==> src/rtl/plst_pkg.sv <==
`timescale 1ns / 1ps
// ---------------------------------------------------------------------------
// Positional list store package
// Shared codes, default sizes and the control bundle sent to the list cells.
// ---------------------------------------------------------------------------
package plst_pkg;

    localparam int CAPACITY  = 32;
    localparam int WORD_BITS = 32;

    // Widest cell index for the largest supported capacity.
    localparam int MARK_BITS = 10;

    localparam int ACTION_BITS = 3;
    localparam int POS_BITS    = 6;
    localparam int VALUE_BITS  = 32;
    localparam int STATUS_BITS = 2;
    localparam int COUNT_BITS  = 6;

    typedef enum logic [ACTION_BITS-1:0] {
        ACT_INSERT  = 3'd0,
        ACT_REMOVE  = 3'd1,
        ACT_READ    = 3'd2,
        ACT_CLEAR   = 3'd3,
        ACT_REVERSE = 3'd4
    } t_action;

    typedef enum logic [STATUS_BITS-1:0] {
        STS_OK     = 2'd0,
        STS_BADPOS = 2'd1,
        STS_FULL   = 2'd2
    } t_status;

    typedef enum logic [1:0] {
        SH_HOLD = 2'd0,
        SH_INS  = 2'd1,
        SH_REM  = 2'd2,
        SH_ROT  = 2'd3
    } t_shift;

    typedef struct packed {
        t_shift                op;
        logic [MARK_BITS-1:0]  mark;
    } t_cell_ctrl;

endpackage

==> src/rtl/plst_cell.sv <==
`timescale 1ns / 1ps
// ---------------------------------------------------------------------------
// Positional list store cell
// One list entry; loads from a neighbor, the head entry or the new word.
// ---------------------------------------------------------------------------
module plst_cell #(
    parameter int WORD_BITS = plst_pkg::WORD_BITS,
    parameter int IDX       = 0
) (
    input  logic                   i_clk,
    input  plst_pkg::t_cell_ctrl   i_ctrl,
    input  logic [WORD_BITS-1:0]   i_left,
    input  logic [WORD_BITS-1:0]   i_right,
    input  logic [WORD_BITS-1:0]   i_head,
    input  logic [WORD_BITS-1:0]   i_word,
    output logic [WORD_BITS-1:0]   o_entry
);

    logic [WORD_BITS-1:0] r_entry;
    logic [WORD_BITS-1:0] n_entry;
    int                   mark;

    always_comb begin
        mark    = int'(i_ctrl.mark);
        n_entry = r_entry;
        case (i_ctrl.op)
            plst_pkg::SH_INS: begin
                if (IDX > mark) begin
                    n_entry = i_left;
                end else if (IDX == mark) begin
                    n_entry = i_word;
                end
            end
            plst_pkg::SH_REM: begin
                if (IDX >= mark) begin
                    n_entry = i_right;
                end
            end
            plst_pkg::SH_ROT: begin
                if (IDX < mark) begin
                    n_entry = i_right;
                end else if (IDX == mark) begin
                    n_entry = i_head;
                end
            end
            default: begin
                n_entry = r_entry;
            end
        endcase
    end

    always_ff @(posedge i_clk) begin
        r_entry <= n_entry;
    end

    assign o_entry = r_entry;

endmodule

==> config.mk <==
export PLATFORM = sky130hd
export DESIGN_NAME = plst_cell
export DESIGN_NICKNAME = d
export VERILOG_FILES = /design/src/rtl/plst_pkg.sv /design/src/rtl/plst_cell.sv
export SDC_FILE = /design/constraint.sdc
export NUM_CORES = 1
export LEC_CHECK = 0
export ABC_CLOCK_PERIOD_IN_PS = 5400
export BUFFER_PORTS_ARGS = -buffer_cell sky130_fd_sc_hd__buf_2
export CAP_MARGIN = 10
export CORE_ASPECT_RATIO = 1.5
export CORE_MARGIN = 1.5
export CORE_UTILIZATION = 40
export DETAILED_ROUTE_END_ITERATION = 8
export GPL_ROUTABILITY_DRIVEN = 0
export PLACE_DENSITY = 0.95
export SETUP_SLACK_MARGIN = 0.3
export SLEW_MARGIN = 40
export SYNTH_ARGS = -nofsm -noshare
export SYNTH_HDL_FRONTEND = slang
export SYNTH_SLANG_ARGS = --single-unit
==> constraint.sdc <==
create_clock -name i_clk -period 5.4 [get_ports i_clk]
set_input_delay 1.08 -clock i_clk [delete_from_list [all_inputs] [get_ports i_clk]]
set_output_delay 1.08 -clock i_clk [all_outputs]
set_load 0.005 [all_outputs]
==> results of run 1 <==
==> layout by cell type, fill, tap and decap left out, types with 2 or more instances in the layout <==
cell / count
sky130_fd_sc_hd__o21ai_0: 57
sky130_fd_sc_hd__inv_1: 31
sky130_fd_sc_hd__mux2i_1: 32
sky130_fd_sc_hd__clkbuf_8: 5
sky130_fd_sc_hd__buf_4: 3
sky130_fd_sc_hd__nor4_2: 2
sky130_fd_sc_hd__buf_2: 139
sky130_fd_sc_hd__nand2_1: 3
sky130_fd_sc_hd__edfxtp_1: 32
sky130_fd_sc_hd__nor2_1: 2
sky130_fd_sc_hd__o21ai_1: 37
==> layout make-up <==
cell class / count / share of cell area
Multi-Input combinational cell: 136 / 0.304
Sequential cell: 32 / 0.337
Clock inverter: 2 / 0.0123
Timing Repair Buffer: 142 / 0.252
Inverter: 31 / 0.0408
Clock buffer: 6 / 0.0254
Tap cell: 66 / 0.0289
==> layer usage <==
layer	track usage	wire length (um)	vias to the layer above
met2	0.392	3270	103
li1	-	-	1037
met3	0.0345	327	16
met1	0.202	2030	973
met4	0.0870	167	0
met5	0	0	-
==> power groups by stage <==
stage | clock (W) | combinational [W] | sequential [W]
2_1_floorplan | 0 | 0.0000471 | 0.000311
3_3_place_gp | 0 | 0.000116 | 0.000307
3_5_place_dp | 0 | 0.000123 | 0.000307
4_1_cts | 0.000226 | 0.000123 | 0.000303
5_1_grt | 0.000234 | 0.000139 | 0.000305
6_report | 0.000219 | 0.000122 | 0.000302
==> worst max-delay path by stage <==
stage / startpoint / to / cells past startpoint
floorplan: i_ctrl[4] / o_entry[0] / 3
global placement: i_ctrl[4] / o_entry[22] / 5
detailed placement: i_ctrl[4] / o_entry[11] / 5
CTS: i_ctrl[4] / o_entry[21] / 5
global route: i_ctrl[4] / o_entry[0] / 5
finish: i_ctrl[4] / o_entry[11] / 5
==> stage by stage <==
stage	area (um2)	setup slack, ns	power, W	util	hold slack, ns
2_1_floorplan	2020	2.74	0.000358	-	1.30
3_3_place_gp	2740	2.20	0.000422	0.564	1.38
3_5_place_dp	2740	2.50	0.000430	0.566	1.41
4_1_cts	2850	2.79	0.000652	0.588	1.12
5_1_grt	2850	2.68	0.000678	0.588	1.13
6_report	2850	2.83	0.000644	0.588	1.12
==> cells by family after synthesis <==
logic type             count (synthesis)
AO/OA/AOI/OAI                         96
buffers and inverters                 47
flip-flops                            32
multiplexers                          32
AND/OR/NAND/NOR                        8
==> worst max-delay path: stages <==
cell and delay [ns]:
sky130_fd_sc_hd__buf_2 0.10, sky130_fd_sc_hd__nor4_2 0.40, sky130_fd_sc_hd__nand3_4 0.54, sky130_fd_sc_hd__mux2i_1 0.34, sky130_fd_sc_hd__o21ai_1 0.09
==> synth_stat cells, drive strengths merged <==
library cell | instances | area (um2)
nand3 | 1 | 10.0
nand2 | 3 | 11.3
edfxtp | 32 | 961
nor2 | 2 | 7.51
nor4 | 2 | 25.0
o21ai | 94 | 470
o2111ai | 1 | 8.76
inv | 31 | 116
mux2i | 32 | 320
buf | 3 | 33.8
a31oi | 1 | 6.26
clkbuf | 13 | 48.8
==> results.py, run 1 <==
metrics = {
    "run_status": {
        "status": "completed",
    },
    "place": {
        "placed_cells_incl_taps": 407,
        "total_of_buffers_placed_on_input_and_output_ports": 140,
        "hpwlAfterDp_um": 4250,
    },
    "synthesis": {
        "proportion_of_synthesized_chip_area_in_sequential_cells": 0.476,
        "synthesis.area_per_instance_um2": 9.39,
        "synth_cells": 215,
        "largest_family_of_logic_cells_by_synthesized_area": "compound AO/OA/AOI/OAI gates",
        "fraction_of_the_mapped_netlist_area_in_compound_gates": 0.240,
        "ys_ff_latch": 32,
        "ys.warnings.count": 0,
        "synthesis.area_um2": 2020,
        "synth_mux_area_frac": 0.159,
        "yosys.area_share.adder": 0,
        "synth_cell_types": 13,
        "syn_nets": 356,
        "synth_xor_xnor_area_share": 0,
        "synth_simple_gate_area_share": 0.0266,
    },
    "power_and_ir_drop": {
        "power.share.sequential": 0.469,
        "vdd_ir_drop_max_uv": 132,
        "power.density_nw_per_um2": 226,
        "p_switching_w": 0.000150,
        "power.switching_fraction": 0.232,
        "clock_power_share": 0.341,
        "internal_power_w": 0.000494,
        "power.combinational.fraction": 0.190,
        "p_leak_nw": 1.54,
    },
    "setup_path": {
        "required_worst_endpoint_ns": 5.41,
        "timing_worst_setup_path_type": "primary input to flop",
        "critical_path.endpoint_type": "flop",
        "critPathMaxFanout": 32,
        "critical_path_launch_point_type": "primary input",
        "arrival_time_of_data_at_the_critical_path_endpoint_ns": 2.58,
    },
    "floorplan": {
        "number_of_ports_placed_on_the_die_boundary": 173,
        "fp-row-count": 31,
        "floorplan.initialDensity": 0.417,
        "floorplan.die_area_um2": 5490,
        "fp.dieH_um": 90.0,
        "fp.coreArea_um2": 4850,
        "die_w_um": 61.0,
    },
    "clocking": {
        "cts_setup_buffers": 0,
        "cts_num_sinks": 32,
        "clock_tree.htree_level_count": 2,
        "cts_buffer_depth": 2,
        "cts_resized": 0,
        "cts-buffers-inserted": 5,
        "cts_tree": "built",
        "post_cts_hold_buffer_count": 0,
        "cts_root_buf": "sky130_fd_sc_hd__clkbuf_8",
        "clkTransAtPathRegs_ns": 0.07,
    },
    "min_path": {
        "timing.hold.worst.class": "primary input to flop",
        "hold_end": "o_entry[17]",
        "holdCritStartpoint": "i_word[17]",
        "holdPathStages": 3,
    },
    "sta": {
        "grt_setup_unrepaired": "false",
        "period_needed_ns": 2.57,
        "worstMarginPinSlew_ns": 0.614,
        "worst_slew_margin_rel": 0.591,
        "timing.fmax_mhz": 389,
        "setup_viol": 0,
        "fin_setup_tns_ns": 0,
        "finalHoldViolCount": 0,
        "fin_crit_share": 0.476,
        "final_max_slew_viol_count": 0,
    },
    "detailed_routing": {
        "vias_post_dr": 2129,
        "post_drt_via_cell_ratio": 5.13,
        "drtAntennaViolNets": 0,
        "drt-wirelength-per-cell_um": 14.0,
        "drt_wl_total_um": 5800,
        "detail_route.iter0.violations": 67,
        "detail_route.first_pass.iterations": 4,
        "remaining_drc_errors": 0,
    },
    "finish": {
        "stdcell_count": 415,
        "areaGrowthSynthToFinish_pct": 41.3,
        "largest_register_ff_count": 32,
        "area.sequential_um2": 961,
        "multi_input_comb_area_um2": 867,
        "layout.filler_cells": 433,
        "n_antenna_cell": 0,
        "drive_gt1_frac": 0.436,
        "finalNetCount": 489,
    },
    "job": {
        "max-cap-violations": 0,
    },
    "global_routing": {
        "grt_usage": 0.206,
        "grt_start_max_net_pins": 68,
        "vias_in_the_first_global_route": 2010,
        "first_pass_grt_wire_length_um": 8600,
        "antenna_found_initial": 0,
        "total_overflow_reported_by_the_global_router": 0,
    },
}
(Power assumes the default switching activity.)
==> inputs of run 2 (changes only) <==
--- a/config.mk
+++ b/config.mk
@@ -5,15 +5,15 @@
 export SDC_FILE = /design/constraint.sdc
 export NUM_CORES = 1
 export LEC_CHECK = 0
-export ABC_CLOCK_PERIOD_IN_PS = 5400
+export ABC_CLOCK_PERIOD_IN_PS = 2140
 export BUFFER_PORTS_ARGS = -buffer_cell sky130_fd_sc_hd__buf_2
 export CAP_MARGIN = 10
 export CORE_ASPECT_RATIO = 1.5
 export CORE_MARGIN = 1.5
-export CORE_UTILIZATION = 40
+export CORE_UTILIZATION = 35
 export DETAILED_ROUTE_END_ITERATION = 8
 export GPL_ROUTABILITY_DRIVEN = 0
-export PLACE_DENSITY = 0.95
+export PLACE_DENSITY = 0.9
 export SETUP_SLACK_MARGIN = 0.3
 export SLEW_MARGIN = 40
 export SYNTH_ARGS = -nofsm -noshare
==> constraint.sdc (replaced) <==
create_clock -name i_clk -period 2.14 [get_ports i_clk]
set_input_delay 0.428 -clock i_clk [delete_from_list [all_inputs] [get_ports i_clk]]
set_output_delay 0.428 -clock i_clk [all_outputs]
set_load 0.005 [all_outputs]
==> run 2 against run 1 <==
Against the previous run:
- die area up 14%
- first-iteration DRC count up 39%
- combinational power rose to 2.6 times the previous value
- non-clock buffer count up 5
- sequential power rose to 2.5 times the previous value
- via count up 0.75%
- routed wire length up 2.3%
- sequential cell count unchanged
- utilization down 6.2 points
- final cell count up 2.2%
- sequential share of layout area down 0.68 points
- highest routed layer unchanged
==> results.py, run 2 (same netlist as run 1, synthesis figures left out) <==
metrics = {
    "detailed_routing": {
        "remaining_drc_errors": 0,
        "detail_route.first_pass.iterations": 4,
        "drtAntennaViolNets": 0,
        "post_drt_via_cell_ratio": 5.06,
        "drt_wl_total_um": 5930,
        "drt-wirelength-per-cell_um": 14.0,
        "vias_post_dr": 2145,
        "detail_route.iter0.violations": 93,
    },
    "min_path": {
        "holdPathStages": 3,
        "timing.hold.worst.class": "primary input to flop",
        "holdCritStartpoint": "i_word[21]",
        "hold_end": "o_entry[21]",
    },
    "finish": {
        "mostFrequentLayoutCell": "sky130_fd_sc_hd__buf_2",
        "layout.filler_cells": 529,
        "areaGrowthSynthToFinish_pct": 44.2,
        "finalNetCount": 494,
        "n_antenna_cell": 0,
        "final_cell_mix": "sky130_fd_sc_hd__buf_2, sky130_fd_sc_hd__o21ai_0, sky130_fd_sc_hd__o21ai_1",
        "drive_gt1_frac": 0.444,
        "largest_register_ff_count": 32,
    },
    "clocking": {
        "cts-buffers-inserted": 5,
        "clkTransAtPathRegs_ns": 0.06,
        "post_cts_hold_buffer_count": 0,
        "cts_buffer_depth": 2,
        "cts_root_buf": "sky130_fd_sc_hd__clkbuf_8",
        "cts_num_sinks": 32,
        "cts_tree": "built",
        "clock_tree.htree_level_count": 2,
        "cts_setup_buffers": 0,
        "cts_resized": 0,
    },
    "sta": {
        "final_max_slew_viol_count": 0,
        "fin_ws_ns": 0.616,
        "worstMarginPinSlew_ns": 0.334,
        "grt_setup_unrepaired": "false",
        "fin_crit_share": 0.712,
        "timing.fmax_mhz": 656,
        "finalHoldViolCount": 0,
        "worst_slew_margin_rel": 0.778,
        "setup_viol": 0,
        "period_needed_ns": 1.52,
        "fin_setup_tns_ns": 0,
    },
    "setup_path": {
        "critPathMaxFanout": 32,
        "critical_path_launch_point_type": "primary input",
        "arrival_time_of_data_at_the_critical_path_endpoint_ns": 1.54,
        "timing_worst_setup_path_type": "primary input to flop",
        "critical_path.endpoint_type": "flop",
        "required_worst_endpoint_ns": 2.16,
    },
    "floorplan": {
        "fp.dieH_um": 96.0,
        "floorplan.die_area_um2": 6240,
        "floorplan.initialDensity": 0.365,
        "fp.coreArea_um2": 5530,
        "fp-row-count": 33,
        "die_w_um": 65.0,
        "number_of_ports_placed_on_the_die_boundary": 173,
    },
    "place": {
        "hpwlAfterDp_um": 4480,
        "dpl_worst_slack_ns": 0.309,
        "total_of_buffers_placed_on_input_and_output_ports": 140,
    },
    "run_status": {
        "status": "completed",
    },
    "global_routing": {
        "first_pass_grt_wire_length_um": 8950,
        "vias_in_the_first_global_route": 2119,
        "total_overflow_reported_by_the_global_router": 0,
        "antenna_found_initial": 0,
        "grt_start_max_net_pins": 37,
        "grt_usage": 0.186,
    },
    "power_and_ir_drop": {
        "vdd_ir_drop_max_uv": 340,
        "power.density_nw_per_um2": 560,
        "p_leak_nw": 1.57,
    },
    "job": {
        "max-cap-violations": 0,
    },
}
==> run 2: cell types whose count changed in the layout (fill, tap and decap cells not counted), sizes merged <==
cell | before | now
buf | 142 | 147
clkbuf | 6 | 5
clkinv | 1 | 2
==> run 2: how the worst max path moves through the flow <==
stage	start	to	slack [ns]	cells past startpoint
after global routing	i_ctrl[4]	o_entry[4]	0.50	6
after CTS	i_ctrl[4]	o_entry[4]	0.61	6
after global placement	i_ctrl[4]	o_entry[22]	0.39	6
after floorplan	i_ctrl[4]	o_entry[0]	0.41	3
after detailed placement	i_ctrl[4]	o_entry[4]	0.31	6
final	i_ctrl[4]	o_entry[7]	0.62	6
==> run 2: layer usage <==
| metal | GRT usage | part of all wire | wire [um] |
|---|---|---|---|
| met2 | 0.360 | 0.56 | 3320 |
| met1 | 0.187 | 0.36 | 2150 |
| met3 | 0.0304 | 0.059 | 349 |
| met5 | 0 | 0 | 0 |
| met4 | 0.0955 | 0.019 | 111 |
==> run 2: area by class of cell <==
type,count,area (um2),share of cell area
flip-flops and latches,32,961,0.330
multi-input cells,136,862,0.296
repair buffers,147,778,0.267
inverters,31,116,0.0400
well taps,70,87.6,0.0301
clock buffers,5,68.8,0.0236
clock inverters,3,37.5,0.0129
==> run 2: worst max-delay path: stages <==
cell and delay [ns]:
sky130_fd_sc_hd__buf_2 0.10, sky130_fd_sc_hd__nor4_2 0.35, sky130_fd_sc_hd__nand3_2 0.15, sky130_fd_sc_hd__buf_12 0.22, sky130_fd_sc_hd__mux2i_1 0.20, sky130_fd_sc_hd__o21ai_1 0.08
==> run 2: power breakdown <==
part | total, W | internal, W | switching (W) | leakage, nW
sequential | 0.000762 | 0.000751 | 0.0000110 | 0.304
combinational | 0.000319 | 0.000158 | 0.000161 | 1.21
clock | 0.000550 | 0.000339 | 0.000211 | 0.0532
total | 0.00163 | 0.00125 | 0.000383 | 1.57
==> run 2: stage by stage <==
| stage | total power [W] | cell area (um2) | std cells | util | hold WS, ns |
|---|---|---|---|---|---|
| 2_1_floorplan | 0.000903 | 2020 | 215 | - | 0.644 |
| 3_3_place_gp | 0.00107 | 2810 | 416 | 0.507 | 0.734 |
| 3_5_place_dp | 0.00109 | 2810 | 416 | 0.507 | 0.737 |
| 4_1_cts | 0.00165 | 2910 | 424 | 0.526 | 0.447 |
| 5_1_grt | 0.00171 | 2910 | 424 | 0.526 | 0.488 |
| 6_report | 0.00163 | 2910 | 424 | 0.526 | 0.459 |
